--- config.mk ---
export PLATFORM = sky130hd
export DESIGN_NAME = cmg_ctrl
export DESIGN_NICKNAME = d
export VERILOG_FILES = /design/src/rtl/core/cmg_pkg.sv /design/src/rtl/core/cmg_ctrl.sv
export SDC_FILE = /design/constraint.sdc
export NUM_CORES = 1
export LEC_CHECK = 0
export CAP_MARGIN = 20
export CORE_MARGIN = 3
export CORE_UTILIZATION = 60
export CTS_CLUSTER_DIAMETER = 60
export DETAILED_ROUTE_END_ITERATION = 16
export DONT_BUFFER_PORTS = 1
export PLACE_DENSITY = 0.76
export SYNTH_ARGS = -nofsm -noshare
export SYNTH_HDL_FRONTEND = slang
export SYNTH_SLANG_ARGS = --single-unit
--- constraint.sdc ---
create_clock -name clk_i -period 3.47 [get_ports clk_i]
set_input_delay 0.1735 -clock clk_i [delete_from_list [all_inputs] [get_ports clk_i]]
set_output_delay 0.1735 -clock clk_i [all_outputs]
set_load 0.1 [all_outputs]
--- src/rtl/core/cmg_pkg.sv ---
// ----------------------------------------------------------------------------
// cmg_pkg - shared types and constants of the chaotic map generator
// Fixed-point formats, micro-op encoding, per-map programs, CORDIC table.
// ----------------------------------------------------------------------------
`default_nettype none

package cmg_pkg;

  // Field and state widths
  localparam int unsigned STATE_W   = 32;
  localparam int unsigned COEF_W    = 16;
  localparam int unsigned PHASE_W   = 32;
  localparam int unsigned FRAC_W    = 24;
  localparam int unsigned COEF_FRAC = 11;
  localparam int unsigned TMP_N     = 8;

  localparam logic signed [31:0] S_MAX = 32'sh7fff_ffff;
  localparam logic signed [31:0] S_MIN = 32'sh8000_0000;
  localparam logic signed [31:0] S_ONE = 32'sh0100_0000;

  // Angle constants in Q2.30
  localparam logic signed [39:0] TWO_PI30  = 40'sd6746518852;
  localparam logic signed [39:0] PI30      = 40'sd3373259426;
  localparam logic signed [39:0] HALF_PI30 = 40'sd1686629713;
  localparam logic signed [33:0] CORDIC_K  = 34'sd652032874;

  // Configuration register indexes
  typedef enum logic [2:0] {
    CFG_MAP_SEL   = 3'd0,
    CFG_EXT_CLK   = 3'd1,
    CFG_LATCH_STP = 3'd2,
    CFG_ITER_STP  = 3'd3,
    CFG_TRIG_HI   = 3'd4,
    CFG_TRIG_LO   = 3'd5
  } cfg_idx_e;

  // Datapath operations
  typedef enum logic [2:0] {
    OP_ADD, OP_SUB, OP_CADD, OP_MUL, OP_DIV, OP_SQRT, OP_SIN, OP_COS
  } op_e;

  // Operand and destination codes
  typedef enum logic [3:0] {
    R_X, R_Y, R_A, R_B, R_C, R_D, R_ONE, R_ZERO,
    R_T0, R_T1, R_T2, R_T3, R_T4, R_T5, R_T6, R_T7
  } reg_e;

  typedef struct packed {
    op_e  op;
    reg_e dst;
    reg_e sa;
    reg_e sb;
    logic last;
  } uop_t;

  typedef enum logic [1:0] {CS_IDLE, CS_FETCH, CS_EXEC, CS_WAIT} ctrl_state_e;

  typedef enum logic [3:0] {
    UP_IDLE, UP_MUL, UP_DIV, UP_DIVOUT, UP_SQRT,
    UP_RED, UP_FOLD1, UP_FOLD2, UP_ROT, UP_CFIN
  } unit_phase_e;

  typedef struct packed {
    logic item;
    logic fetch;
    logic start;
    uop_t uop;
  } ctrl_cmd_t;

  typedef struct packed {
    logic       wrap;
    logic       done;
    logic       unit_busy;
    logic [2:0] active_map;
  } dp_status_t;

  function automatic uop_t mk(op_e op, reg_e d, reg_e a, reg_e b, logic last);
    uop_t u;
    u.op = op; u.dst = d; u.sa = a; u.sb = b; u.last = last;
    return u;
  endfunction

  // Micro-programs, one per map; the last two ops commit x and y
  function automatic uop_t prog_rom(logic [2:0] map, logic [4:0] pc);
    uop_t u;
    u = mk(OP_ADD, R_ZERO, R_ZERO, R_ZERO, 1'b1);
    case (map)
      3'd0: begin // Clifford
        case (pc)
          5'd0:  u = mk(OP_MUL, R_T0, R_A, R_Y, 1'b0);
          5'd1:  u = mk(OP_SIN, R_T0, R_T0, R_ZERO, 1'b0);
          5'd2:  u = mk(OP_MUL, R_T1, R_A, R_X, 1'b0);
          5'd3:  u = mk(OP_COS, R_T1, R_T1, R_ZERO, 1'b0);
          5'd4:  u = mk(OP_MUL, R_T1, R_C, R_T1, 1'b0);
          5'd5:  u = mk(OP_ADD, R_T0, R_T0, R_T1, 1'b0);
          5'd6:  u = mk(OP_MUL, R_T1, R_B, R_X, 1'b0);
          5'd7:  u = mk(OP_SIN, R_T1, R_T1, R_ZERO, 1'b0);
          5'd8:  u = mk(OP_MUL, R_T2, R_B, R_Y, 1'b0);
          5'd9:  u = mk(OP_COS, R_T2, R_T2, R_ZERO, 1'b0);
          5'd10: u = mk(OP_MUL, R_T2, R_D, R_T2, 1'b0);
          5'd11: u = mk(OP_ADD, R_T1, R_T1, R_T2, 1'b0);
          5'd12: u = mk(OP_ADD, R_X, R_T0, R_ZERO, 1'b0);
          5'd13: u = mk(OP_ADD, R_Y, R_T1, R_ZERO, 1'b1);
          default: ;
        endcase
      end
      3'd1: begin // De Jong
        case (pc)
          5'd0:  u = mk(OP_MUL, R_T0, R_A, R_Y, 1'b0);
          5'd1:  u = mk(OP_SIN, R_T0, R_T0, R_ZERO, 1'b0);
          5'd2:  u = mk(OP_MUL, R_T1, R_B, R_X, 1'b0);
          5'd3:  u = mk(OP_COS, R_T1, R_T1, R_ZERO, 1'b0);
          5'd4:  u = mk(OP_SUB, R_T0, R_T0, R_T1, 1'b0);
          5'd5:  u = mk(OP_MUL, R_T1, R_C, R_X, 1'b0);
          5'd6:  u = mk(OP_SIN, R_T1, R_T1, R_ZERO, 1'b0);
          5'd7:  u = mk(OP_MUL, R_T2, R_D, R_Y, 1'b0);
          5'd8:  u = mk(OP_COS, R_T2, R_T2, R_ZERO, 1'b0);
          5'd9:  u = mk(OP_SUB, R_T1, R_T1, R_T2, 1'b0);
          5'd10: u = mk(OP_ADD, R_X, R_T0, R_ZERO, 1'b0);
          5'd11: u = mk(OP_ADD, R_Y, R_T1, R_ZERO, 1'b1);
          default: ;
        endcase
      end
      3'd2: begin // Svensson
        case (pc)
          5'd0:  u = mk(OP_MUL, R_T0, R_A, R_X, 1'b0);
          5'd1:  u = mk(OP_SIN, R_T1, R_T0, R_ZERO, 1'b0);
          5'd2:  u = mk(OP_MUL, R_T1, R_D, R_T1, 1'b0);
          5'd3:  u = mk(OP_MUL, R_T2, R_B, R_Y, 1'b0);
          5'd4:  u = mk(OP_SIN, R_T3, R_T2, R_ZERO, 1'b0);
          5'd5:  u = mk(OP_SUB, R_T1, R_T1, R_T3, 1'b0);
          5'd6:  u = mk(OP_COS, R_T0, R_T0, R_ZERO, 1'b0);
          5'd7:  u = mk(OP_MUL, R_T0, R_C, R_T0, 1'b0);
          5'd8:  u = mk(OP_COS, R_T2, R_T2, R_ZERO, 1'b0);
          5'd9:  u = mk(OP_ADD, R_T0, R_T0, R_T2, 1'b0);
          5'd10: u = mk(OP_ADD, R_X, R_T1, R_ZERO, 1'b0);
          5'd11: u = mk(OP_ADD, R_Y, R_T0, R_ZERO, 1'b1);
          default: ;
        endcase
      end
      3'd3: begin // Bedhead
        case (pc)
          5'd0:  u = mk(OP_MUL, R_T0, R_X, R_Y, 1'b0);
          5'd1:  u = mk(OP_DIV, R_T0, R_T0, R_B, 1'b0);
          5'd2:  u = mk(OP_SIN, R_T0, R_T0, R_ZERO, 1'b0);
          5'd3:  u = mk(OP_MUL, R_T0, R_T0, R_Y, 1'b0);
          5'd4:  u = mk(OP_MUL, R_T1, R_A, R_X, 1'b0);
          5'd5:  u = mk(OP_SUB, R_T1, R_T1, R_Y, 1'b0);
          5'd6:  u = mk(OP_COS, R_T1, R_T1, R_ZERO, 1'b0);
          5'd7:  u = mk(OP_ADD, R_T0, R_T0, R_T1, 1'b0);
          5'd8:  u = mk(OP_SIN, R_T1, R_Y, R_ZERO, 1'b0);
          5'd9:  u = mk(OP_DIV, R_T1, R_T1, R_B, 1'b0);
          5'd10: u = mk(OP_ADD, R_T1, R_X, R_T1, 1'b0);
          5'd11: u = mk(OP_ADD, R_X, R_T0, R_ZERO, 1'b0);
          5'd12: u = mk(OP_ADD, R_Y, R_T1, R_ZERO, 1'b1);
          default: ;
        endcase
      end
      3'd4: begin // Dream
        case (pc)
          5'd0:  u = mk(OP_MUL, R_T0, R_Y, R_B, 1'b0);
          5'd1:  u = mk(OP_SIN, R_T0, R_T0, R_ZERO, 1'b0);
          5'd2:  u = mk(OP_MUL, R_T1, R_X, R_B, 1'b0);
          5'd3:  u = mk(OP_SIN, R_T1, R_T1, R_ZERO, 1'b0);
          5'd4:  u = mk(OP_MUL, R_T1, R_C, R_T1, 1'b0);
          5'd5:  u = mk(OP_ADD, R_T0, R_T0, R_T1, 1'b0);
          5'd6:  u = mk(OP_MUL, R_T1, R_X, R_A, 1'b0);
          5'd7:  u = mk(OP_SIN, R_T1, R_T1, R_ZERO, 1'b0);
          5'd8:  u = mk(OP_MUL, R_T2, R_Y, R_A, 1'b0);
          5'd9:  u = mk(OP_SIN, R_T2, R_T2, R_ZERO, 1'b0);
          5'd10: u = mk(OP_MUL, R_T2, R_D, R_T2, 1'b0);
          5'd11: u = mk(OP_ADD, R_T1, R_T1, R_T2, 1'b0);
          5'd12: u = mk(OP_ADD, R_X, R_T0, R_ZERO, 1'b0);
          5'd13: u = mk(OP_ADD, R_Y, R_T1, R_ZERO, 1'b1);
          default: ;
        endcase
      end
      3'd5: begin // Hopalong A
        case (pc)
          5'd0:  u = mk(OP_MUL, R_T0, R_B, R_X, 1'b0);
          5'd1:  u = mk(OP_SUB, R_T0, R_T0, R_C, 1'b0);
          5'd2:  u = mk(OP_SQRT, R_T0, R_T0, R_ZERO, 1'b0);
          5'd3:  u = mk(OP_CADD, R_T0, R_Y, R_T0, 1'b0);
          5'd4:  u = mk(OP_SUB, R_T1, R_A, R_X, 1'b0);
          5'd5:  u = mk(OP_ADD, R_X, R_T0, R_ZERO, 1'b0);
          5'd6:  u = mk(OP_ADD, R_Y, R_T1, R_ZERO, 1'b1);
          default: ;
        endcase
      end
      3'd6: begin // Hopalong B
        case (pc)
          5'd0:  u = mk(OP_MUL, R_T0, R_B, R_X, 1'b0);
          5'd1:  u = mk(OP_SUB, R_T0, R_T0, R_ONE, 1'b0);
          5'd2:  u = mk(OP_SUB, R_T0, R_T0, R_C, 1'b0);
          5'd3:  u = mk(OP_SQRT, R_T0, R_T0, R_ZERO, 1'b0);
          5'd4:  u = mk(OP_SUB, R_T1, R_Y, R_ONE, 1'b0);
          5'd5:  u = mk(OP_CADD, R_T0, R_T1, R_T0, 1'b0);
          5'd6:  u = mk(OP_SUB, R_T1, R_A, R_X, 1'b0);
          5'd7:  u = mk(OP_SUB, R_T1, R_T1, R_ONE, 1'b0);
          5'd8:  u = mk(OP_ADD, R_X, R_T0, R_ZERO, 1'b0);
          5'd9:  u = mk(OP_ADD, R_Y, R_T1, R_ZERO, 1'b1);
          default: ;
        endcase
      end
      default: begin // Gumowski-Mira
        case (pc)
          5'd0:  u = mk(OP_MUL, R_T0, R_Y, R_Y, 1'b0);
          5'd1:  u = mk(OP_MUL, R_T0, R_B, R_T0, 1'b0);
          5'd2:  u = mk(OP_SUB, R_T0, R_ONE, R_T0, 1'b0);
          5'd3:  u = mk(OP_MUL, R_T0, R_A, R_T0, 1'b0);
          5'd4:  u = mk(OP_MUL, R_T0, R_T0, R_Y, 1'b0);
          5'd5:  u = mk(OP_ADD, R_T0, R_Y, R_T0, 1'b0);
          5'd6:  u = mk(OP_MUL, R_T1, R_X, R_X, 1'b0);
          5'd7:  u = mk(OP_SUB, R_T2, R_ONE, R_C, 1'b0);
          5'd8:  u = mk(OP_ADD, R_T2, R_T2, R_T2, 1'b0);
          5'd9:  u = mk(OP_MUL, R_T2, R_T2, R_T1, 1'b0);
          5'd10: u = mk(OP_ADD, R_T1, R_ONE, R_T1, 1'b0);
          5'd11: u = mk(OP_DIV, R_T2, R_T2, R_T1, 1'b0);
          5'd12: u = mk(OP_MUL, R_T1, R_C, R_X, 1'b0);
          5'd13: u = mk(OP_ADD, R_T1, R_T1, R_T2, 1'b0);
          5'd14: u = mk(OP_ADD, R_T0, R_T0, R_T1, 1'b0);
          5'd15: u = mk(OP_MUL, R_T1, R_T0, R_T0, 1'b0);
          5'd16: u = mk(OP_SUB, R_T2, R_ONE, R_C, 1'b0);
          5'd17: u = mk(OP_ADD, R_T2, R_T2, R_T2, 1'b0);
          5'd18: u = mk(OP_MUL, R_T2, R_T2, R_T1, 1'b0);
          5'd19: u = mk(OP_ADD, R_T1, R_ONE, R_T1, 1'b0);
          5'd20: u = mk(OP_DIV, R_T2, R_T2, R_T1, 1'b0);
          5'd21: u = mk(OP_MUL, R_T1, R_C, R_T0, 1'b0);
          5'd22: u = mk(OP_ADD, R_T1, R_T1, R_T2, 1'b0);
          5'd23: u = mk(OP_SUB, R_T1, R_T1, R_X, 1'b0);
          5'd24: u = mk(OP_ADD, R_X, R_T0, R_ZERO, 1'b0);
          5'd25: u = mk(OP_ADD, R_Y, R_T1, R_ZERO, 1'b1);
          default: ;
        endcase
      end
    endcase
    return u;
  endfunction

  // CORDIC arctangent table, Q2.30
  function automatic logic signed [39:0] atan_val(logic [4:0] i);
    logic signed [39:0] v;
    case (i)
      5'd0:  v = 40'sd843314857;
      5'd1:  v = 40'sd497837829;
      5'd2:  v = 40'sd263043837;
      5'd3:  v = 40'sd133525159;
      5'd4:  v = 40'sd67021687;
      5'd5:  v = 40'sd33543516;
      5'd6:  v = 40'sd16775851;
      5'd7:  v = 40'sd8388437;
      5'd8:  v = 40'sd4194283;
      5'd9:  v = 40'sd2097149;
      default: v = 40'sd1 <<< (5'd30 - i);
    endcase
    return v;
  endfunction

  // Saturate a 33-bit sum to the state range
  function automatic logic signed [31:0] sat33(logic signed [32:0] v);
    logic signed [31:0] r;
    if (v[32] != v[31]) r = v[32] ? S_MIN : S_MAX;
    else r = v[31:0];
    return r;
  endfunction

  function automatic logic [31:0] mag32(logic signed [31:0] v);
    return v[31] ? (~v + 32'd1) : v;
  endfunction

  // Apply sign to a magnitude capped at 2^31
  function automatic logic signed [31:0] sign_sat(logic [31:0] m, logic neg);
    logic signed [31:0] r;
    if (neg) r = ~m + 32'd1;
    else r = m[31] ? S_MAX : m;
    return r;
  endfunction

  function automatic logic signed [31:0] coef_ext(logic signed [15:0] v);
    return {{3{v[15]}}, v, 13'b0};
  endfunction

endpackage

`default_nettype wire

--- src/rtl/core/cmg_ctrl.sv ---
// ----------------------------------------------------------------------------
// cmg_ctrl - sequencer of the chaotic map generator
// Takes requests, keeps the result flag and steps the map micro-program.
// ----------------------------------------------------------------------------
`default_nettype none

module cmg_ctrl (
  input  wire                   clk_i,
  input  wire                   rst_ni,
  input  wire                   s_valid_i,
  output logic                  s_ready_o,
  output logic                  m_valid_o,
  input  wire                   m_ready_i,
  input  cmg_pkg::dp_status_t   status_i,
  output cmg_pkg::ctrl_cmd_t    cmd_o,
  output logic                  busy_o
);
  import cmg_pkg::*;

  ctrl_state_e state_q, state_d;
  logic [4:0]  pc_q, pc_d;
  logic        ov_q, ov_d;
  logic        accept;
  uop_t        cur;

  assign cur       = prog_rom(status_i.active_map, pc_q);
  assign s_ready_o = (state_q == CS_IDLE) && (!ov_q || m_ready_i);
  assign accept    = s_valid_i && s_ready_o;
  assign m_valid_o = ov_q;

  // Next state
  always_comb begin
    state_d = state_q;
    pc_d    = pc_q;
    unique case (state_q)
      CS_IDLE: begin
        pc_d = 5'd0;
        if (accept && status_i.wrap) state_d = CS_FETCH;
      end
      CS_FETCH: state_d = CS_EXEC;
      CS_EXEC:  state_d = CS_WAIT;
      CS_WAIT: begin
        if (status_i.done) begin
          pc_d    = pc_q + 5'd1;
          state_d = cur.last ? CS_IDLE : CS_FETCH;
        end
      end
      default: state_d = CS_IDLE;
    endcase
  end

  // Result flag
  always_comb begin
    ov_d = ov_q;
    if (ov_q && m_ready_i) ov_d = 1'b0;
    if (accept) ov_d = 1'b1;
  end

  // Outputs
  always_comb begin
    cmd_o.item  = accept;
    cmd_o.fetch = (state_q == CS_FETCH);
    cmd_o.start = (state_q == CS_EXEC);
    cmd_o.uop   = cur;
    busy_o      = (state_q != CS_IDLE);
  end

  always_ff @(posedge clk_i or negedge rst_ni) begin
    if (!rst_ni) begin
      state_q <= CS_IDLE;
      pc_q    <= 5'd0;
      ov_q    <= 1'b0;
    end else begin
      state_q <= state_d;
      pc_q    <= pc_d;
      ov_q    <= ov_d;
    end
  end

endmodule

`default_nettype wire

==> results.txt <==
Clock Root Buffer: clkbuf_8
Crit path DAT: 3.29 ns
Sw frac: 64.5%
Slew headroom: 33.9%
DP Wirelength: 10500 um
Fin. max-slew vios: 0
Global-route wire length before repair: 22500 um
Area share of fa/ha/maj cells after synthesis: 3.49%
Largest net degree at the start of global routing: 49
Starting density of the core: 62.8%
Clock transition at path regs: 0.05 ns
Clock Power Share: 3.1%
Internal cell power: 1.46 mW
Fill cell count: 435
Core area: 0.00514 mm^2
Final setup TNS: 0 ns
Fin area: 0.00380 mm^2
RSZ-0062 raised after global routing: no
Buffers & Inverters on Critical Path: 4
Number of iterations in the first detailed-routing pass: 8
Worst Skew: 0.00748 ns
Outcome: completed
Nets: 524
Multi-input gate area: 0.00283 mm^2
Inserted Diodes: 0
Tot GR Track Use: 46.1%
Min-Delay Path Depth: 2
Flop pwr share: 3.9%
Psw: 2.66 mW
Worst hold path type: in2reg
DRC errors left: 0
R2R setup slack: 0.62 ns
Grt ovf: 0
DR WL/cell: 25.4 um
Logic pwr share: 93.0%
Placed Instance Area: 0.00373 mm^2
Syn-to-layout area delta: 17.7%
Period Utilization, post-route: 99.7%
Top-Level Pins: 32
Die W: 79.3 um
Share of cells above drive strength 1: 16.3%
Post-synth design cell area: 0.00323 mm^2
Initial DRC count: 1132
Sequential share of the synthesized area: 6.21%
Die ar.: 0.00629 mm^2
Reg2reg end: state_q[0]
Final hold vios: 0
Critical Path RT: 3.30 ns
F_max: 0.289 GHz
Max cap viols: 0
Pwr dens: 1080 mW/mm^2
Most frequent cell on the critical path: buf_4
Die height: 79.3 um
# setup viols final: 0
RR Startpoint: pc_q[1]
H-tree depth: 1
CP max FO: 11
Vias: 4679
Num CTS Buffers: 3
EDFF count, synth: 0
Buffer levels on the longest clock path: 2
Final min period: 3.46 ns
Placer Congestion: 1.19
CTS tree: built
Leakage: 1.43 nW
Post-synthesis compound-gate area fraction: 44.4%
Hold EP: pc_q[1]
Setup Fix Bufs, Post-CTS: 0
WS Path Type: reg2out
Post-Synth Simple-Gate Area: 34.3%
Post-synthesis register bit count: 8
Max incr delay on CP: 0.41 ns
Vias in the first global route: 4082
CTS Sinks: 8
Net Count, Synth: 522
Crit path max-delay cell type: dfrtp_1
Crit. End Element: primary output
Post-Route WL: 14600 um
Count of different cell masters after synthesis: 82
Syn_area_per_cell: 6.41 um^2
Worst-case reg-to-reg path depth: 9
Post-Synthesis Cells: 503
Fin util: 73.9%
Worst path cell trace: inv_1 > ha_1 > buf_4 > nor2_1 > o22ai_1 > nor4_2 > a31oi_1 > buf_4 > o2111a_1 > a31oi_4 > buf_12
Register area: 201 um^2
Synth async-reset ratio: 100%
Vias/cell: 8.15
Yosys warns: 0
Xor/xnor share of the synthesized area: 0.272%
Ys flop type: dfrtp_1
Worst Tran Pin Value: 0.999 ns
Largest family of logic cells by synthesized area: compound AO/OA/AOI/OAI gates
Worst hold path startpoint: status_i[4]
CP top delay family: compound AO/OA/AOI/OAI gates
Crit start category: register
Final ANT Viol Nets: 0
WHS: 0.0771 ns
Antenna violations before repair: 0
I/O Buffers: 0
Worst-skew pair later-pin latency: 0.24 ns
Multiplexer share of the synthesized area: 2.56%
VDD IR-drop max: 1.09 mV
FP Rows: 26
## power groups by stage
stage,combinational [mW],sequential [mW],clock [mW]
5_1_grt,3.95,0.165,0.137
6_report,3.83,0.161,0.129
2_1_floorplan,2.53,0.190,0
3_3_place_gp,3.65,0.155,0
4_1_cts,3.70,0.159,0.129
3_5_place_dp,3.68,0.160,0
## per-layer routing
metal	vias to the layer above	track usage (%)	wire, um	part of all wire, %
li1	1916	-	-	-
met1	2085	60.5	5160	35
met3	146	16.3	2480	17
met2	532	64.6	5590	38
met4	0	26.1	1330	9.1
met5	-	0	0	0
## sequential cells by signal (all words and copies together), names as in the netlist
name       count
m_valid_o      1
pc_q           5
state_q        2
## kinds of logic (layout without fill, tap and decap cells)
family | Yosys count | after routing
simple gates | 208 | 208
compound gates | 207 | 207
buf+inv | 62 | 63
fa+ha+maj | 9 | 9
mux | 8 | 8
flops | 8 | 8
xor+xnor | 1 | 1
## worst register-to-register path: stages, from the launching register on
cell and delay [ns]:
dfrtp_1 0.41, inv_1 0.09, ha_1 0.35, buf_4 0.26
nor2_1 0.37, o22ai_1 0.24, nor4_2 0.35, nand3_1 0.21
a32oi_2 0.34, o21ai_1 0.12
## final cells by class
cell class	count	area share, %
Sequential cell	8	5.31
Timing Repair Buffer	47	15.5
Tap cell	70	2.31
Clock buffer	4	1.19
Inverter	12	1.19
Multi-Input combinational cell	433	74.5
## worst max path at each step
stage                        from   endpoint  slack [ns]  cells past startpoint
after CTS                 pc_q[0]   cmd_o[8]        0.06                      9
final                     pc_q[1]   cmd_o[1]       0.009                     11
after global routing      pc_q[1]   cmd_o[1]       0.004                     11
after floorplan           pc_q[2]  cmd_o[12]       -0.03                     11
after detailed placement  pc_q[0]   cmd_o[8]        0.31                      9
after global placement    pc_q[0]   cmd_o[8]        0.31                      9
## what timing repair did
action / CTS / global route
resized for setup: 0 / 3
endpoints found under the setup margin: 0 / 12
hold endpoints to repair: 8 / 0
hold buffers: 1 / 0
## cells in the mapped netlist (all sizes together), types with 10 or more instances
| cell | instances | area share (%) |
|---|---|---|
| nor2b | 14 | 2.7 |
| nand3 | 13 | 2.0 |
| nor3 | 15 | 2.6 |
| buf | 39 | 6.2 |
| nand2b | 14 | 2.7 |
| a21oi | 32 | 5.3 |
| clkbuf | 11 | 1.3 |
| o211ai | 10 | 2.5 |
| o21ai | 52 | 8.1 |
| nand2 | 40 | 4.7 |
| o22ai | 14 | 2.9 |
| nor2 | 57 | 6.7 |
## stage by stage
step	worst slack, ns	instances	power, mW
after CTS	0.0569	574	3.99
after detailed placement	0.313	569	3.84
after global placement	0.315	569	3.81
after floorplan	-0.0316	503	2.72
final	0.00907	574	4.12
after global routing	0.00423	574	4.25
## cells in the final DEF (no fill, tap or decap), drive strengths merged, types with 4 or more instances in the layout
master and instances:
nor2 57, o21ai 52, buf 46, nand2 40
a21oi 32, nor3 15, nor2b 14, nand2b 14
o22ai 14, nand3 13, o211ai 10, inv 9
a31oi 9, a22oi 9, ha 9, dfrtp 8
and2 7, and3 7, o21a 7, a211oi 7
a21boi 7, or2 7, or3 6, mux2i 6
a21o 5, o31ai 5, nand4 5, a221oi 5
o311ai 5, o31a 4, or3b 4, clkbuf 4
nor4 4
(Power assumes the default switching activity.)
